===== src/rtl/core/jp1d_pkg.sv =====
// Shared types, constants and codes of the 1D Jacobi Poisson solver.
package jp1d_pkg;

    // Fixed field widths of the request, response and configuration channels.
    localparam int CMD_W     = 2;
    localparam int IDX_W     = 11;
    localparam int VAL_W     = 32;
    localparam int STEPS_W   = 16;
    localparam int CFG_IDX_W = 2;

    // Defaults for the top-level parameters.
    localparam int MAX_INTERVALS_DEF = 1024;
    localparam int VALUE_BITS_DEF    = 32;

    // Configuration reset values.
    localparam logic [IDX_W-1:0]   INTERVAL_COUNT_RST = IDX_W'(100);
    localparam logic [STEPS_W-1:0] SWEEP_STEPS_RST    = STEPS_W'(100);
    localparam logic [VAL_W-1:0]   STEP_SQUARED_RST   = VAL_W'(429497);

    // Cycles spent after the last point of a sweep so that its writes land
    // before the next sweep reads its neighbors.
    localparam int DRAIN_CYCLES = 3;
    localparam int DRAIN_W      = $clog2(DRAIN_CYCLES + 1);

    typedef enum logic [CMD_W-1:0] {
        CMD_LOAD = 2'd0,
        CMD_RUN  = 2'd1,
        CMD_READ = 2'd2,
        CMD_NOP  = 2'd3
    } cmd_t;

    typedef enum logic [CFG_IDX_W-1:0] {
        REG_INTERVAL_COUNT = 2'd0,
        REG_SWEEP_STEPS    = 2'd1,
        REG_STEP_SQUARED   = 2'd2
    } cfg_reg_t;

    typedef enum logic [1:0] {
        ST_IDLE,
        ST_READ,
        ST_SWEEP,
        ST_DRAIN
    } ctl_state_t;

    // Commands from the controller to the datapath.
    typedef struct packed {
        logic load_we;        // write u and rhs of the requested point
        logic issue;          // start the update of one interior point
        logic src_scratch;    // this sweep reads the scratch grid
        logic left_edge;      // left neighbor is boundary point 0
        logic right_edge;     // right neighbor is boundary point n
        logic res_write;      // load the response register
        logic res_done;       // response answers a finished run
        logic res_from_read;  // response carries the value read
        logic err;            // index out of range
    } dp_cmd_t;

endpackage


===== src/rtl/core/jp1d_ctrl.sv =====
// Controller state machine: request decode, sweep sequencing and response timing.
module jp1d_ctrl #(
    parameter int MAX_INTERVALS = jp1d_pkg::MAX_INTERVALS_DEF
) (
    input  logic                                 clk,
    input  logic                                 rst_n,
    input  logic                                 req_valid,
    input  logic [jp1d_pkg::CMD_W-1:0]           req_cmd,
    input  logic [jp1d_pkg::IDX_W-1:0]           req_index,
    output logic                                 req_ready,
    input  logic [$clog2(MAX_INTERVALS+1)-1:0]   n_eff,
    input  logic [jp1d_pkg::STEPS_W-1:0]         sweep_steps,
    input  logic                                 res_valid,
    input  logic                                 out_ready,
    output jp1d_pkg::dp_cmd_t                    cmd,
    output logic [$clog2(MAX_INTERVALS+1)-1:0]   point
);
    import jp1d_pkg::*;

    localparam int ADDR_W = $clog2(MAX_INTERVALS + 1);
    localparam int CMP_W  = (ADDR_W > IDX_W) ? ADDR_W : IDX_W;

    ctl_state_t           state_reg, state_next;
    logic [ADDR_W-1:0]    point_reg, point_next;
    logic [STEPS_W-1:0]   pair_reg, pair_next;
    logic                 src_reg, src_next;
    logic [DRAIN_W-1:0]   drain_reg, drain_next;
    logic                 err_reg, err_next;

    logic                 idx_err;
    logic [STEPS_W-1:0]   pairs;
    logic [ADDR_W-1:0]    last_point;
    logic                 no_interior;

    assign idx_err     = CMP_W'(req_index) > CMP_W'(n_eff);
    assign pairs       = STEPS_W'(({1'b0, sweep_steps} + (STEPS_W+1)'(1)) >> 1);
    assign last_point  = n_eff - ADDR_W'(1);
    assign no_interior = n_eff < ADDR_W'(2);
    assign point       = point_reg;

    always_ff @(posedge clk or negedge rst_n)
    begin
        if (!rst_n)
        begin
            state_reg <= ST_IDLE;
            point_reg <= ADDR_W'(1);
            pair_reg  <= '0;
            src_reg   <= 1'b0;
            drain_reg <= '0;
            err_reg   <= 1'b0;
        end
        else
        begin
            state_reg <= state_next;
            point_reg <= point_next;
            pair_reg  <= pair_next;
            src_reg   <= src_next;
            drain_reg <= drain_next;
            err_reg   <= err_next;
        end
    end

    always_comb
    begin
        state_next = state_reg;
        point_next = point_reg;
        pair_next  = pair_reg;
        src_next   = src_reg;
        drain_next = drain_reg;
        err_next   = err_reg;
        cmd        = '0;
        req_ready  = 1'b0;

        unique case (state_reg)
            ST_IDLE:
            begin
                // The response register is free or empties in this cycle.
                req_ready = !res_valid || out_ready;
                if (req_valid && req_ready)
                begin
                    unique case (cmd_t'(req_cmd))
                        CMD_LOAD:
                        begin
                            cmd.load_we   = !idx_err;
                            cmd.err       = idx_err;
                            cmd.res_write = 1'b1;
                        end
                        CMD_READ:
                        begin
                            err_next   = idx_err;
                            state_next = ST_READ;
                        end
                        CMD_RUN:
                        begin
                            if (no_interior || pairs == '0)
                            begin
                                cmd.res_write = 1'b1;
                                cmd.res_done  = 1'b1;
                            end
                            else
                            begin
                                point_next = ADDR_W'(1);
                                pair_next  = pairs;
                                src_next   = 1'b0;
                                state_next = ST_SWEEP;
                            end
                        end
                        CMD_NOP:
                        begin
                        end
                    endcase
                end
            end
            ST_READ:
            begin
                cmd.res_write     = 1'b1;
                cmd.res_from_read = 1'b1;
                cmd.err           = err_reg;
                state_next        = ST_IDLE;
            end
            ST_SWEEP:
            begin
                cmd.issue       = 1'b1;
                cmd.src_scratch = src_reg;
                cmd.left_edge   = point_reg == ADDR_W'(1);
                cmd.right_edge  = point_reg == last_point;
                if (point_reg == last_point)
                begin
                    drain_next = DRAIN_W'(DRAIN_CYCLES - 1);
                    state_next = ST_DRAIN;
                end
                else
                begin
                    point_next = point_reg + ADDR_W'(1);
                end
            end
            ST_DRAIN:
            begin
                if (drain_reg == '0)
                begin
                    point_next = ADDR_W'(1);
                    if (!src_reg)
                    begin
                        src_next   = 1'b1;
                        state_next = ST_SWEEP;
                    end
                    else if (pair_reg == STEPS_W'(1))
                    begin
                        cmd.res_write = 1'b1;
                        cmd.res_done  = 1'b1;
                        state_next    = ST_IDLE;
                    end
                    else
                    begin
                        pair_next  = pair_reg - STEPS_W'(1);
                        src_next   = 1'b0;
                        state_next = ST_SWEEP;
                    end
                end
                else
                begin
                    drain_next = drain_reg - DRAIN_W'(1);
                end
            end
            default:
            begin
                state_next = ST_IDLE;
            end
        endcase
    end

endmodule


===== config.mk =====
export PLATFORM = sky130hd
export DESIGN_NAME = jp1d_ctrl
export DESIGN_NICKNAME = d
export VERILOG_FILES = /design/src/rtl/core/jp1d_pkg.sv /design/src/rtl/core/jp1d_ctrl.sv
export SDC_FILE = /design/constraint.sdc
export NUM_CORES = 1
export LEC_CHECK = 0
export ABC_CLOCK_PERIOD_IN_PS = 3300
export BUFFER_PORTS_ARGS = -buffer_cell sky130_fd_sc_hd__buf_2
export CORE_MARGIN = 10
export CORE_UTILIZATION = 52
export CTS_CLUSTER_SIZE = 20
export DETAILED_ROUTE_END_ITERATION = 12
export PLACE_DENSITY = 0.85
export SKIP_CTS_REPAIR_TIMING = 1
export SYNTH_ARGS = -nofsm -noshare
export SYNTH_HDL_FRONTEND = slang
export SYNTH_SLANG_ARGS = --single-unit

===== constraint.sdc =====
create_clock -name clk -period 3.3 [get_ports clk]
set_clock_uncertainty 0.2 [all_clocks]
set_input_delay 0.495 -clock clk [delete_from_list [all_inputs] [get_ports clk]]
set_output_delay 0.495 -clock clk [all_outputs]
set_load 0.005 [all_outputs]

Yosys cells after proc, flatten, opt, wreduce, memory -nomap -nowiden
Cells that the tools add are included.
{ "totals": {"regBits": 33, "output_inout_bits": 21, "word_cells": 99} }
{ "op_classes": {"add_sub_neg": 5, "order_cmp": 2, "eq_ne": 19, "muxes": 49, "n_reduce_logical": 18} }
{ "op_table": {"columns": ["cell", "count"], "rows": [
  ["$mux W16", 6],
  ["$mux W11", 5],
  ["$pmux W11 S3", 1],
  ["$pmux W16 S2", 1],
  ["$mux W2", 13],
  ["$add A16 B1 Y17 const B", 1],
  ["$eq A16 B1 Y1 const B", 1],
  ["$logic_not A16 Y1", 1],
  ["$ne A2 B2 Y1 const B", 8],
  ["$sub A16 B1 Y16 const B", 1],
  ["$mux W1", 14],
  ["$add A11 B1 Y11 const B", 1],
  ["$eq A11 B1 Y1 const B", 1],
  ["$eq A11 B11 Y1", 1],
  ["$gt A11 B11 Y1", 1],
  ["$lt A11 B2 Y1 const B", 1],
  ["$sub A11 B1 Y11 const B", 1],
  ["$reduce_and A5 Y1", 2],
  ["$pmux W1 S2", 4],
  ["$pmux W2 S2", 2],
  ["$pmux W2 S4", 1],
  ["$reduce_and A7 Y1", 1],
  ["$eq A2 B2 Y1 const B", 3],
  ["$logic_not A2 Y1", 3],
  ["other kinds (14)", 19]
]} }

Longest topological paths before layout
Gate-level depths: netlist of the first run.
{ "depth": {"ltp_word": 7, "ltp_mapped": 12} }

Least setup slack after synthesis of the first run
OpenSTA, ideal clock, no wires.
{ "synth_path": {"path_type": "input-to-output", "from": "in sweep_steps[0] in the netlist's numbering", "to": "out cmd[3] in the netlist's numbering", "arrival_ps": 2282, "slack_ps": 323, "cell_stages": 8, "path_buffers": 0, "path_cell_list": "ha_1 nand3_1 nor2_1 or2_2 a2111oi_4 nand3_1 a311oi_1 o31a_1"} }
{ "synth_lines": {"columns": ["element", "line_no", "source"], "rows": [
  ["start: declaration", "jp1d_ctrl.sv:12", "input logic [jp1d_pkg::STEPS_W-1:0] sweep_steps,"],
  ["end: declaration", "jp1d_ctrl.sv:15", "output jp1d_pkg::dp_cmd_t cmd,"]
]} }

==> summary.md, run 1 <==
| Metric | Value |
|---|---|
| Post-synthesis sequential area ratio | `23.2%` |
| Post-Layout Cell Count | `approximately 610` |
| Worst Path Required | `2.60 ns` |
| Hold_ws | `0.0764 ns` |
| PortBufs | `65` |
| Pwr dens | `519 nW/um^2` |
| Worst VDD drop | `261 uV` |
| Slew margin rel. | `47.3%` |
| Routed Antenna Nets | `0` |
| Starting Density | `53.2%` |
| Via count | `3757` |
| Chip width | `103 um` |
| Die footprint | `10600 um^2` |
| Worst Slack Setup Final | `0.0420 ns` |
| Root Driver | `clkbuf_8` |
| Cts bufs inserted | `5` |
| Total grt overflow | `0` |
| Pleak | `1.89 nW` |
| DP Wirelength | `7.82 mm` |
| Post-Syn Area per Cell | `8.03 um^2` |
| WS Path Type | `primary input to output pin` |
| Peak Freq | `307 MHz` |
| Ys flop type | `dfrtp_1` |
| Number of diodes | `0` |
| Clock Sinks | `33` |
| Setup tns final | `0 ns` |
| Die Y | `103 um` |
| CTS tree | `built` |
| I/O pin count | `66` |
| DR vias/cell | `slightly above 6` |
| Overall routed net length | `between 10 and 15 mm` |
| Worst slack, placed | `-0.0111 ns` |
| Outcome | `completed` |
| Final Critical Period | `3.26 ns` |
| Row Count | `30` |
| Final Setup Violations | `0` |
| # DRC | `0` |
| 1st-pass router iterations | `5` |
| Synth Instances | `445` |
| Fraction of final layout cells sized beyond drive strength 1 | `about a quarter` |
| Worst Hold Class | `primary input to async pin` |
| Worst-path clk slew | `about 0.070 ns` |
| WL/cell | `16.8 um` |
| H-tree levels | `2` |
| Number of enable flip-flop cells after synthesis | `0` |
| CP startpoint kind | `primary input` |
| Yosys Warn Count | `0` |
| Max FO, Critical Path | `3` |
| Slew @ Worst Pin | `0.791 ns` |
| Post-synth ARST share | `100%` |
| Final hold vios | `0` |
| Mapped Nets | `513` |
| First-pass GRT wire length | `about 17 mm` |
| Mapped cell area | `3570 um^2` |
| Yosys top cell by area | `dfrtp_1` |
| CP endpoint kind | `output pin` |
| Core Util, Final | `63.3%` |
| Synth Register Bits | `33` |
| RD Place Congestion | `0.886` |
| Vias in the first global route | `approximately 3700` |
| Insertion delay to the later sink of the worst-skew pair | `0.29 ns` |
| Yosys top cell area share | `22.4%` |
| Dpl cells | `597` |
| Final worst-path cycle share | `98.7%` |
| Max reg flops | `16` |
| Most common cell after layout, fill and taps aside | `buf_2` |
| Core area | `6720 um^2` |
| Initial antenna violation count | `0` |
| Max-cap violations | `0` |
| All-Layer GR Usage | `19.6%` |
| Nets | `593` |
| Synth area leaders | `dfrtp_1, ha_1, xnor2_1, nand2_1, nand3_1` |
| Post-synthesis cell type count | `between 70 and 80` |
| Commonest cells after routing, fill and taps aside | `buf_2, nand2_1, dfrtp_1` |
| CTS Buffer Depth | `2` |
| Max Slew Vio Count | `0` |
| Synth-to-layout area growth | `19.1%` |
| CP arrival | `roughly 2.6 ns` |
| DRT iter0 DRCs | `369` |
| Largest net degree at the start of global routing | `34` |
-- kinds of logic (layout without fill, tap and decap cells) --
family,count (synthesis),after routing,share of synthesized area (%)
flops,33,33,23.2
fa+ha+maj,23,23,8.06
simple gates,202,202,32.4
mux,17,17,4.90
buf+inv,48,129,5.85
compound gates,91,91,17.7
xor+xnor,31,31,8.02
-- path summary, 6_finish.rpt --
path	start	to	slack [ns]	cells after the start
min in group clk	err_reg$_DFFE_PN0P_	err_reg$_DFFE_PN0P_	0.31	1
setup / recovery	sweep_steps[0]	cmd[3]	0.04	10
max in group asynchronous	rst_n	state_reg[0]$_DFFE_PN0P_	2.32	1
setup reg to reg	state_reg[0]$_DFFE_PN0P_	pair_reg[8]$_DFFE_PN0P_	0.54	10
hold reg to reg	err_reg$_DFFE_PN0P_	err_reg$_DFFE_PN0P_	0.31	1
hold / removal	rst_n	point[2]$_DFFE_PN0P_	0.08	1
-- cell usage after synthesis (4+ instances only) --
master	instances
dfrtp_1	32
nand3_1	31
xor2_1	11
and3_1	8
o21ai_1	7
and2_1	5
buf_2	8
inv_1	28
a21oi_1	14
mux2i_1	13
nand2_1	43
nor4_1	12
xnor2_1	19
a31oi_1	7
nor3_1	18
ha_1	23
o211ai_1	9
nor2b_1	5
clkbuf_1	8
nand4_1	13
nor2_1	29
o21ai_0	19
nand3b_1	4
-- worst max-delay path, stage by stage --
cell and delay (ns):
buf_2 0.11, ha_1 0.24, or3_1 0.40, a211o_1 0.31, o41a_1 0.14, nor3_2 0.13, nand3_2 0.18, a311oi_2 0.30
o31a_1 0.15, buf_2 0.11
-- power breakdown --
part	internal, mW	leakage, nW	switching (mW)
Combinational	0.471	1.41	0.607
Clock	0.246	0.0585	0.160
Sequential	0.540	0.422	0.184
-- layer usage --
layer  vias to the layer above  wire, um  track usage, %
met1                      1778      4420            24.8
met5                         -         0               0
met3                        13       795            4.09
met4                         0       163            6.52
met2                       151      4790            32.4
li1                       1815         -               -
-- layout make-up --
type | count | area [um^2]
Clock inverter | 1 | 30.0
Fill cell | 562 | 2460
Sequential cell | 33 | 827
Multi-Input combinational cell | 364 | 2560
Clock buffer | 7 | 86.3
Inverter | 29 | 109
Timing Repair Buffer | 92 | 541
Tap cell | 80 | 100
-- stage by stage --
step / cell area (um^2) / total power, mW
after floorplan: 3570 / 1.41
after global placement: 4110 / 1.71
after detailed placement: 4110 / 1.77
after CTS: 4220 / 2.19
after global routing: 4250 / 2.37
final: 4250 / 2.21
(Power assumes the default switching activity.)
==> run 2: changes to the inputs <==
--- a/config.mk
+++ b/config.mk
@@ -7,12 +7,15 @@
 export LEC_CHECK = 0
 export ABC_CLOCK_PERIOD_IN_PS = 3300
 export BUFFER_PORTS_ARGS = -buffer_cell sky130_fd_sc_hd__buf_2
+export CELL_PAD_IN_SITES_DETAIL_PLACEMENT = 0
+export CELL_PAD_IN_SITES_GLOBAL_PLACEMENT = 2
 export CORE_MARGIN = 10
-export CORE_UTILIZATION = 52
+export CORE_UTILIZATION = 33
 export CTS_CLUSTER_SIZE = 20
 export DETAILED_ROUTE_END_ITERATION = 12
-export PLACE_DENSITY = 0.85
+export PLACE_DENSITY = 0.91
 export SKIP_CTS_REPAIR_TIMING = 1
+export SLEW_MARGIN = 25
 export SYNTH_ARGS = -nofsm -noshare
 export SYNTH_HDL_FRONTEND = slang
 export SYNTH_SLANG_ARGS = --single-unit
==> run 2 against run 1 <==
Effect of this change: critical path type unchanged; sequential power fell by 1%; global-route usage decreased by 5.9 points; via count fell by 4.1%; design area up 1.5%; utilization fell by 22 points; hold slack got worse by 0.00083 ns.
==> summary.md, run 2 (synthesis results as in run 1) <==
| Metric | Value |
|---|---|
| Peak Freq | `314 MHz (+2.3%)` |
| CP peak stage delay | `0.40 ns (about the same)` |
| Worst Hold Class | `primary input to async pin` |
| # DRC | `0 (unchanged)` |
| Cts bufs inserted | `5 (unchanged)` |
| I/O pin count | `66 (unchanged)` |
| Fraction of final layout cells sized beyond drive strength 1 | `24.6% (+0.62 points)` |
| PortBufs | `65 (unchanged)` |
| H-tree levels | `2 (unchanged)` |
| Max-cap violations | `0 (unchanged)` |
| RD Place Congestion | `0.877 (-1.1%)` |
| Final Critical Period | `3.19 ns (-0.0718 ns)` |
| Max FO, Critical Path | `4 (+1)` |
| Max Slew Vio Count | `0 (unchanged)` |
| CP top delay family | `simple AND/OR/NAND/NOR gates` |
| Setup tns final | `0 ns (unchanged)` |
| Slowest CP cell | `a2111oi_4` |
| Final Power | `2.10 mW (-4.7%)` |
| Dpl cells | `654 (+9.5%)` |
| Slew @ Worst Pin | `0.788 ns (-0.00341 ns)` |
| WL/cell | `15.9 um (-5.5%)` |
| Max reg flops | `16 (unchanged)` |
| Die footprint | `15400 um^2 (+45%)` |
| Number of diodes | `0 (unchanged)` |
| Final Setup Violations | `0 (unchanged)` |
| CP arrival | `2.49 ns (-0.07 ns)` |
| DP Wirelength | `8.19 mm (+4.8%)` |
| Final worst-path cycle share | `96.6% (-2.2 points)` |
| Pwr dens | `487 nW/um^2 (-6.1%)` |
| Largest net degree at the start of global routing | `34 (unchanged)` |
| Nets | `596 (+0.51%)` |
| Final hold vios | `0 (unchanged)` |
| Insertion delay to the later sink of the worst-skew pair | `0.29 ns (about the same)` |
| Starting Density | `34.3% (-19 points)` |
| Outcome | `completed` |
| First-pass GRT wire length | `17.4 mm (+1.3%)` |
| Row Count | `37 (+23%)` |
| Total grt overflow | `0 (unchanged)` |
| CP Cell Sequence | `buf_2, ha_1, nand3_1, nor2_1, or2_2, a2111oi_4, nand3_2, a21oi_2, a21oi_1, nor2_1, buf_2` |
| Fillers | `1096 (+95%)` |
| CP endpoint kind | `output pin` |
| Most common cell after layout, fill and taps aside | `buf_2` |
| CTS Buffer Depth | `2 (unchanged)` |
| Core area | `10400 um^2 (+55%)` |
| Clock Sinks | `33 (unchanged)` |
| Synth-to-layout area growth | `20.8%` |
| Chip width | `124 um (+21%)` |
| Critical path depth | `11 (+1)` |
| Worst-path clk slew | `0.08 ns (about the same)` |
| Pleak | `1.89 nW (about the same)` |
| CTS tree | `built` |
| Routed Antenna Nets | `0 (unchanged)` |
| Die Y | `124 um (+21%)` |
| All-Layer GR Usage | `13.7% (-5.9 points)` |
| Initial antenna violation count | `0 (unchanged)` |
| Via count | `3604 (-4.1%)` |
| Overall routed net length | `10.5 mm (+3.7%)` |
| WS Path Type | `primary input to output pin` |
| Reg2Reg Depth | `6 (-4)` |
| Worst VDD drop | `193 uV (-26%)` |
| Post-Layout Cell Count | `665 (+9.7%)` |
| Slew margin rel. | `47.5% (+0.23 points)` |
| DRT iter0 DRCs | `229 (-38%)` |
| Hold_ws | `0.0755 ns (-0.000829 ns)` |
| Worst Path Required | `2.60 ns (about the same)` |
| DR vias/cell | `5.42 (-13%)` |
| Commonest cells after routing, fill and taps aside | `buf_2, nand2_1, dfrtp_1` |
| Root Driver | `clkbuf_8` |
| Buf/Inv on CP | `2 (unchanged)` |
| CP startpoint kind | `primary input` |
| Vias in the first global route | `3552 (-4.5%)` |
| 1st-pass router iterations | `4 (-1)` |
-- run 2: changes by cell type in the layout (fill, tap and decap cells not counted) --
cell | before | now
clkbuf_8 | 6 | 5
nand3_2 | 3 | 2
clkinv_2 | 0 | 2
o21ai_0 | 18 | 19
o31ai_1 | 3 | 2
nand3_1 | 29 | 30
o21ai_1 | 8 | 7
o31ai_2 | 0 | 1
clkinvlp_4 | 0 | 1
buf_4 | 26 | 29
bufinv_16 | 1 | 0
clkbuf_1 | 1 | 0
-- run 2: worst register-to-register path, delay by kind of cell (launching register included) --
kind	cells	cell delay, ns
multiplexers	1	0.35
XOR/XNOR	1	0.19
AND/OR/NAND/NOR	2	0.71
flip-flops	1	0.50
AO/OA/AOI/OAI	2	0.77
-- run 2: layout make-up --
class                   count  area (um^2)  share of cell area (%)
clock buffers               5         68.8                    1.59
multi-input cells         364         2560                    59.3
repair buffers             95          563                    13.0
flip-flops and latches     33          827                    19.2
clock inverters             3         17.5                   0.406
well taps                 136          170                    3.94
inverters                  29          109                    2.52
-- run 2: report_power, final --
part | switching (mW) | total (mW) | internal (mW) | leakage (nW)
Combinational | 0.597 | 1.07 | 0.476 | 1.42
Clock | 0.169 | 0.315 | 0.146 | 0.0439
Sequential | 0.175 | 0.715 | 0.540 | 0.422
-- run 2: per-layer routing --
layer | GRT usage (%) | vias up | routed length [um]
met5 | 0 | - | 0
met4 | 3.38 | 0 | 127
met3 | 2.26 | 8 | 654
met2 | 21.7 | 73 | 4570
met1 | 18.8 | 1707 | 5200
li1 | - | 1816 | -
-- run 2: path summary, 6_finish.rpt --
check,start,endpoint,slack [ns]
max,sweep_steps[0],cmd[2],0.11
min,rst_n,point[3]$_DFFE_PN0P_,0.08
max reg2reg,point[4]$_DFFE_PN0P_,state_reg[1]$_DFFE_PN0P_,0.47
min reg2reg,drain_reg[1]$_DFFE_PN0P_,drain_reg[1]$_DFFE_PN0P_,0.31
min in group clk,drain_reg[1]$_DFFE_PN0P_,drain_reg[1]$_DFFE_PN0P_,0.31
max in group asynchronous,rst_n,state_reg[0]$_DFFE_PN0P_,2.31
-- run 2: metrics by stage --
stage / setup slack [ns] / utilization (%) / cell area (um^2)
finish: 0.114 / 41.4 / 4320
global route: -0.000294 / 41.4 / 4320
CTS: -0.0243 / 41.0 / 4270
detailed placement: -0.0144 / 40.2 / 4180
global placement: 0.00676 / 40.2 / 4180
floorplan: 0.323 / - / 3570
==> run 3: changes to the inputs <==
==> constraint.sdc (replaced) <==
create_clock -name clk -period 3.3 [get_ports clk]
set_clock_uncertainty 0.2 [all_clocks]
set_input_delay 0.495 -clock clk [delete_from_list [all_inputs] [get_ports clk]]
set_output_delay 0.495 -clock clk [all_outputs]
set_load 0.02 [all_outputs]
==> run 3 against run 2 <==
Effect of this change: clock power shrank 5%; worst setup slack better by 0.014 ns; design area rose by 1.1%; critical endpoint is now cmd[3]; largest cell class unchanged.
==> summary.md, run 3 (synthesis results as in run 1) <==
| Metric | Value |
|---|---|
| PortBufs | `65 (unchanged)` |
| Int Pwr | `1.18 mW (+2.0%)` |
| Core Util, Final | `41.9% (+0.47 points)` |
| CP arrival | `2.48 ns (about the same)` |
| CTS Buffer Depth | `2 (unchanged)` |
| FF-to-FF setup slack | `0.60 ns (+0.13 ns)` |
| Fillers | `1062 (-3.1%)` |
| Worst R2R Start | `pair_reg[2]$_DFFE_PN0P_` |
| Final Setup Violations | `0 (unchanged)` |
| Pleak | `1.91 nW (+1.1%)` |
| All-Layer GR Usage | `13.3% (-0.42 points)` |
| Comb pwr share | `53.2% (+2.2 points)` |
| Net Sw Frac | `45.1% (+0.39 points)` |
| Peak Freq | `315 MHz (+0.44%)` |
| Dpl cells | `657 (+0.46%)` |
| Critical path startpoint | `sweep_steps[0]` |
| H-tree levels | `2 (unchanged)` |
| # DRC | `0 (unchanged)` |
| Critical R2R Capture | `pair_reg[15]$_DFFE_PN0P_` |
| Total grt overflow | `0 (unchanged)` |
| DP Wirelength | `8.19 mm (about the same)` |
| Final hold vios | `0 (unchanged)` |
| CP endpoint kind | `output pin` |
| Max Slew Vio Count | `0 (unchanged)` |
| Met1 usage | `19.2% (+0.42 points)` |
| Met2 usage | `20.1% (-1.6 points)` |
| Worst Hold Class | `primary input to async pin` |
| Overall routed net length | `10.4 mm (-1.6%)` |
| Row Count | `37 (unchanged)` |
| CP startpoint kind | `primary input` |
| Via count | `3594 (-0.28%)` |
| Vias in the first global route | `3364 (-5.3%)` |
| Max FO, Critical Path | `5 (+1)` |
| Worst VDD drop | `222 uV (+15%)` |
| Die footprint | `15400 um^2 (unchanged)` |
| Slew margin rel. | `49.4% (+1.9 points)` |
| Post-Layout Cell Count | `668 (+0.45%)` |
| Setup tns final | `0 ns (unchanged)` |
| Starting Density | `34.3% (unchanged)` |
| Unrepaired setup endpoints after global routing | `yes` |
| Chip width | `124 um (unchanged)` |
| Cts bufs inserted | `5 (unchanged)` |
| RD Place Congestion | `0.903 (+3.0%)` |
| Sw power | `0.975 mW (+3.6%)` |
| Outcome | `completed` |
| Max reg flops | `16 (unchanged)` |
| Clock Sinks | `33 (unchanged)` |
| Commonest cells after routing, fill and taps aside | `buf_2, nand2_1, buf_4` |
| Worst-path clk slew | `0.07 ns (about the same)` |
| Slew @ Worst Pin | `0.759 ns (-0.0281 ns)` |
| Die Y | `124 um (unchanged)` |
| Most common cell after layout, fill and taps aside | `buf_2` |
| Hold_ws | `0.0771 ns (+0.00153 ns)` |
| Post-Place Cell Area | `4210 um^2 (+0.54%)` |
| Final Power | `2.16 mW (+2.7%)` |
| Worst Path Required | `2.60 ns (about the same)` |
| 1st-pass router iterations | `5 (+1)` |
| Worst slack, placed | `-0.0695 ns (-0.0550 ns)` |
| Max-cap violations | `0 (unchanged)` |
| Largest net degree at the start of global routing | `34 (unchanged)` |
| I/O pin count | `66 (unchanged)` |
| Nets | `599 (+0.50%)` |
| Insertion delay to the later sink of the worst-skew pair | `0.28 ns (about the same)` |
| First-pass GRT wire length | `16.9 mm (-3.1%)` |
| Core area | `10400 um^2 (unchanged)` |
| Final worst-path cycle share | `96.1% (-0.42 points)` |
| WS Path Type | `primary input to output pin` |
| WL/cell | `15.5 um (-2.1%)` |
| Routed Antenna Nets | `0 (unchanged)` |
| Final Critical Period | `3.17 ns (-0.0140 ns)` |
| Synth-to-layout area growth | `22.2%` |
| Pwr dens | `495 nW/um^2 (+1.6%)` |
| Fraction of final layout cells sized beyond drive strength 1 | `25.8% (+1.2 points)` |
| Reg2Reg Depth | `8 (+2)` |
| CTS tree | `built` |
| DRT iter0 DRCs | `250 (+9.2%)` |
| Initial antenna violation count | `0 (unchanged)` |
| Root Driver | `clkbuf_8` |
| Sequential share of power | `33.0% (-1.0 points)` |
| Worst Slack Setup Final | `0.128 ns (+0.0140 ns)` |
| Power share of the clock group | `13.8% (-1.2 points)` |
| Grt met3 use | `2.04% (-0.23 points)` |
| Most used routing layer | `met2` |
| DR vias/cell | `5.38 (-0.73%)` |
| Number of diodes | `0 (unchanged)` |
| Fin area | `4370 um^2 (+1.1%)` |
[run 3: area by class of cell]
type | count | area [um^2] | area share, %
flip-flops and latches | 33 | 827 | 18.9
inverters | 29 | 109 | 2.49
clock inverters | 2 | 10.0 | 0.229
well taps | 136 | 170 | 3.90
multi-input cells | 364 | 2580 | 59.2
clock buffers | 6 | 72.6 | 1.66
repair buffers | 98 | 594 | 13.6
[run 3: routing by layer]
metal	up-vias	wire [um]
met4	0	95
li1	1821	-
met3	6	590
met5	-	0
met1	1695	5120
met2	72	4570
[run 3: worst max path at each step]
stage,slack [ns],cells past startpoint,endpoint
floorplan,0.16,9,cmd[2]
global placement,-0.05,10,cmd[3]
detailed placement,-0.07,10,cmd[3]
CTS,-0.07,10,cmd[3]
global route,-0.03,11,cmd[2]
finish,0.13,10,cmd[3]
[run 3: worst max-delay path, stage by stage]
cell and delay (ns):
buf_2 0.11, ha_2 0.19, buf_4 0.16, nor4_2 0.30, a31oi_2 0.08, a2111oi_4 0.34
nand3_2 0.20, a311oi_2 0.26, o31a_1 0.21, buf_6 0.13
[run 3: power by group through the flow]
stage                     logic, mW  registers [mW]  clock network (mW)
after detailed placement       1.13           0.717                   0
after floorplan               0.768           0.694                   0
after CTS                      1.14           0.709               0.313
after global placement         1.12           0.710                   0
final                          1.15           0.713               0.298
after global routing           1.27           0.736               0.335
